`config.mk`:
```
export PLATFORM = sky130hd
export DESIGN_NAME = vcrp_ram
export DESIGN_NICKNAME = d
export VERILOG_FILES = /design/src/sv/video_chip_cpu_register_port_core_macros.svh /design/src/sv/vcrp_ram.sv
export SDC_FILE = /design/constraint.sdc
export NUM_CORES = 2
export LEC_CHECK = 0
export BUFFER_PORTS_ARGS = -buffer_cell sky130_fd_sc_hd__clkbuf_2
export CELL_PAD_IN_SITES_DETAIL_PLACEMENT = 0
export CELL_PAD_IN_SITES_GLOBAL_PLACEMENT = 2
export CORE_ASPECT_RATIO = 1.1
export CORE_MARGIN = 3
export CORE_UTILIZATION = 45
export CTS_CLUSTER_SIZE = 10
export DETAILED_ROUTE_END_ITERATION = 6
export PLACE_DENSITY_LB_ADDON = 0.1
export SLEW_MARGIN = 20
export SYNTH_ARGS = -nofsm -noshare
export SYNTH_HDL_FRONTEND = slang
export SYNTH_SLANG_ARGS = --single-unit
```
`constraint.sdc`:
```
create_clock -name clk -period 2.7 [get_ports clk]
set_clock_uncertainty 0.2 [all_clocks]
set_input_delay 0.135 -clock clk [delete_from_list [all_inputs] [get_ports clk]]
set_output_delay 0.135 -clock clk [all_outputs]
set_load 0.05 [all_outputs]
```
`src/sv/video_chip_cpu_register_port_core_macros.svh`:
```
// Assertion macros shared by the video chip register port RTL.
// Depends on nothing; included by files that carry concurrent checks.
`ifndef VIDEO_CHIP_CPU_REGISTER_PORT_CORE_MACROS_SVH
`define VIDEO_CHIP_CPU_REGISTER_PORT_CORE_MACROS_SVH

// Same-cycle implication, disabled while reset is high.
`define VCRP_ASSERT_IMP(label, clk, rst, ante, cons, msg) \
  label: assert property (@(posedge clk) disable iff (rst) (ante) |-> (cons)) \
    else $error(msg);

// Next-cycle implication, disabled while reset is high.
`define VCRP_ASSERT_NEXT(label, clk, rst, ante, cons, msg) \
  label: assert property (@(posedge clk) disable iff (rst) (ante) |=> (cons)) \
    else $error(msg);

`endif

```
`src/sv/vcrp_ram.sv`:
```
// Generic synchronous RAM: one write port, two read ports, registered reads.
// No dependencies.
module vcrp_ram #(
  parameter int WIDTH = 8,
  parameter int DEPTH = 256
) (
  input  logic                     clk,
  input  logic                     we,
  input  logic [$clog2(DEPTH)-1:0] waddr,
  input  logic [WIDTH-1:0]         wdata,
  input  logic                     re,
  input  logic [$clog2(DEPTH)-1:0] raddr_a,
  input  logic [$clog2(DEPTH)-1:0] raddr_b,
  output logic [WIDTH-1:0]         rdata_a,
  output logic [WIDTH-1:0]         rdata_b
);

  logic [WIDTH-1:0] mem [DEPTH];

  // Write, and read old contents when enabled; hold read data otherwise
  always_ff @(posedge clk) begin
    if (we) begin
      mem[waddr] <= wdata;
    end
    if (re) begin
      rdata_a <= mem[raddr_a];
      rdata_b <= mem[raddr_b];
    end
  end

endmodule

```
After elaboration in Yosys (flattened, before gate mapping)
Memory sizes are Yosys's and may differ from the RTL's. A register that Yosys moved wholly into a read port is not among the register bits.
Cells that the tools add are included.
- multiplexer cells: 2
- operators with widths (kind ; number):
    $mux 1 ; 2
- memories: 1
- output and inout port bits: 16
- register bits: 0
- input port bits: 35
- memory bits (writable): 2048
- memory list (name ; words ; width ; read ports ; clocked after memory_dff ; write ports ; RTL line ; RTL):
    mem ; 256 ; 8 ; 2 ; 2 ; 1 ; vcrp_ram.sv:18 ; logic [WIDTH-1:0] mem [DEPTH];

Depth between registers and ports, before layout
- word-level depth: 2
- depth in mapped cells: 12
- depth with buffers taken out: 6

Worst setup path after synthesis
No wires, ideal clock.
- kind: in2reg
- start: input port raddr_b[0]
- end: register rdata_b[0], read port of mem, data pin
- arrival: 2.036 ns
- path slack: 0.187 ns
- stages on the path: 9
- required time: 2.223 ns
- library setup time: 0.277 ns
- cell sequence: buf_4 buf_6 buf_2 mux4_2 mux4_2 nand2_1 a21oi_1 a21oi_1 a221oi_2
- RTL lines (element ; RTL line ; RTL):
    start: declaration ; vcrp_ram.sv:13 ; input logic [$clog2(DEPTH)-1:0] raddr_b,
    end: declaration ; vcrp_ram.sv:15 ; output logic [WIDTH-1:0] rdata_b

==> impl_metrics.tcl <==
set metrics [dict create \
    drc 0 \
    setup_viol 5 \
    p_clk_share_pct 39.2 \
    violations "setup timing" \
    clockRootBuffer "clkbuf_16" \
    p_sw_share_pct 23.6 \
    vdd_drop_max_uv 658 \
    drt-pass1-iter-count 5 \
    cts.reportedPaths.clkPinSlew_ns 0.06 \
    drive_gt1_share_pct 43.5 \
    clk_latency_ns 0.88 \
    num_io_pins 51 \
    cts_sinks 2064 \
    ys_ff_latch 2064 \
    start_util_pct 45.3 \
    first_iter_violations 7356 \
    slew_headroom_pct 15.9 \
    endpoint_kind "flip-flop" \
    antenna_found_initial 16 \
    finalNonFillerCells 8797 \
    synth_fp_nets 4882 \
    place_inst 8467 \
    gp_congestion 0.912 \
    holdWs_ns 0.0422 \
    hp-class "input pin to flip-flop" \
    start_kind "flip-flop" \
    fill_cells 16800 \
    cts_tree "done" \
    vias 57100 \
    design.core.area_sq_um 214000 \
    die_area_sq_um 221000 \
    slew_violations 0 \
    grt_max_degree 105 \
    grt_pass1_wl_microns 464000 \
    synth.lib_cells_used.distinct 64 \
    final_cell_mix "2,064 x edfxtp_1, 1,051 x mux4_2, 940 x buf_4, 297 x nor2_1, 234 x mux2i_1" \
    die_width_microns 449 \
    outcome "finished, violations left" \
    crit_fanout 2 \
    rsz0062_at_grt "true" \
    h-tree-depth 4 \
    synth_edf_count 2064 \
    criticalPathCategory "flip-flop to flip-flop" \
    wl_per_cell_microns 37.8 \
    wirelength_microns 332000 \
    async_flop_share_pct 0 \
    grt_pass1_vias 58200 \
    p_int_w 0.0539 \
    port_buffers 50 \
    finalHoldViolations 0 \
    ys_seq_area_share_pct 63.8 \
    syn_area_per_cell_sq_um 20.0 \
    drtAntennaViolNets 0 \
    syn_inst 4847 \
    netlist_area_sq_um 97100 \
    area_delta_synth_final_pct 18.9 \
    synth_top_flop_cell "edfxtp_1" \
    grt-ovfl-total 0 \
    maxCapViolations 0 \
    cp.arrival_ns 3.17 \
    sequentialPowerShare_pct 50.3 \
    postLayoutSetupSlackWorst_ns -0.0787 \
    cts_buffers 231 \
    fin_util_pct 53.9 \
    nets 5877 \
    combPwrFrac_pct 10.5 \
    cp.required_ns 3.09 \
    min_period_ns 2.78 \
    yosysWarnings 0 \
    max_freq_mhz 360 \
    period_share_pct 103 \
    p_leak_nw 38.0 \
    clockBufferDepth 3 \
    viasPerCell 6.49 \
    grtUsageTotal_pct 30.0 \
    switchingPower_w 0.0167 \
    powerDensity_nw_per_um2 612 \
    p_total_w 0.0706 \
    final_common_cell "edfxtp_1" \
    placed_area_sq_um 108000 \
    rows 178 \
    dieHeight_microns 493 \
    worst_pin_slew_ns 1.26 \
    place_hpwl_microns 237000 \
    final_cell_area_sq_um 115000 \
]
-- cell type report --
class / count / area, sq um / area share, %
Antenna cell: 7 / 17.5 / 0.0152
Clock buffer: 273 / 5960 / 5.16
Clock inverter: 28 / 297 / 0.257
Inverter: 6 / 26.3 / 0.0228
Multi-Input combinational cell: 2382 / 33000 / 28.6
Sequential cell: 2064 / 62000 / 53.7
Tap cell: 2880 / 3600 / 3.12
Timing Repair Buffer: 1157 / 10600 / 9.14
-- Yosys cell counts, types with 34 or more instances --
cell / count / area, sq um
nor2_1: 298 / 1120
nand3_1: 52 / 260
nand2_1: 114 / 428
o221ai_1: 65 / 569
buf_4: 42 / 315
mux2i_1: 236 / 2360
a21oi_1: 79 / 395
mux2_2: 38 / 428
mux4_2: 1051 / 23700
buf_2: 104 / 521
clkbuf_1: 137 / 514
a22oi_1: 62 / 465
buf_8: 35 / 526
edfxtp_1: 2064 / 62000
o21ai_0: 34 / 170
o22ai_1: 48 / 300
buf_6: 44 / 495
-- routing by layer --
metal	GRT usage, %	wire length [microns]
met1	42.2	134000
met2	47.5	157000
met3	5.54	28100
met4	10.8	13300
met5	0	24
-- worst paths after layout --
| kind | depth (start not counted) | slack, ns | from | to |
|---|---|---|---|---|
| hold reg to reg | 6 | 0.89 | mem[44][6]$_DFFE_PP_ | rdata_a[6]$_DFFE_PP_ |
| hold / removal | 2 | 0.04 | wdata[1] | mem[212][1]$_DFFE_PP_ |
| setup reg to reg | 6 | -0.08 | mem[227][7]$_DFFE_PP_ | rdata_b[7]$_DFFE_PP_ |
| setup / recovery | 6 | -0.08 | mem[227][7]$_DFFE_PP_ | rdata_b[7]$_DFFE_PP_ |
-- metrics by stage --
step	setup WS, ns	setup TNS (ns)
after floorplan	0.187	0
after global placement	-1.32	-12.23
after detailed placement	-1.32	-12.28
after CTS	-0.0941	-0.372
after global routing	-0.147	-0.492
final	-0.0787	-0.226
-- state kept, by name, indices dropped and copies added (netlist names) --
name / cells
mem: 2048
rdata_a: 8
rdata_b: 8
-- power by group through the flow --
| stage | logic (W) | registers [W] | clock network (W) |
|---|---|---|---|
| floorplan | 0.00350 | 0.0362 | 0 |
| global placement | 0.00719 | 0.0361 | 0 |
| detailed placement | 0.00722 | 0.0361 | 0 |
| CTS | 0.00735 | 0.0355 | 0.0282 |
| global route | 0.00767 | 0.0355 | 0.0294 |
| finish | 0.00742 | 0.0355 | 0.0277 |
-- worst max-delay path: stages, from the launching register on --
cell and delay, ns:
edfxtp_1 0.39, mux4_2 0.51, mux4_2 0.53, a22o_1 0.26
a211oi_2 0.32, buf_4 0.23, a311oi_4 0.06
-- what timing repair did --
| action | in CTS | in global routing |
|---|---|---|
| setup buffers | 2 | 1 |
| endpoints found under the hold margin | 2742 | 0 |
| hold buffers | 23 | 0 |
| gates resized for setup | 64 | 35 |
| cloned | 0 | 0 |
| endpoints found under the setup margin | 15 | 24 |
| pin swaps | 16 | 20 |
-- logic make-up after synthesis --
kind of cell,Yosys count,share of synthesized area [%]
AO/OA/AOI/OAI,466,3.53
flip-flops,2064,63.8
multiplexers,1325,27.2
buffers and inverters,401,2.73
AND/OR/NAND/NOR,591,2.69
No activity file was read; power rests on OpenSTA's default activity.
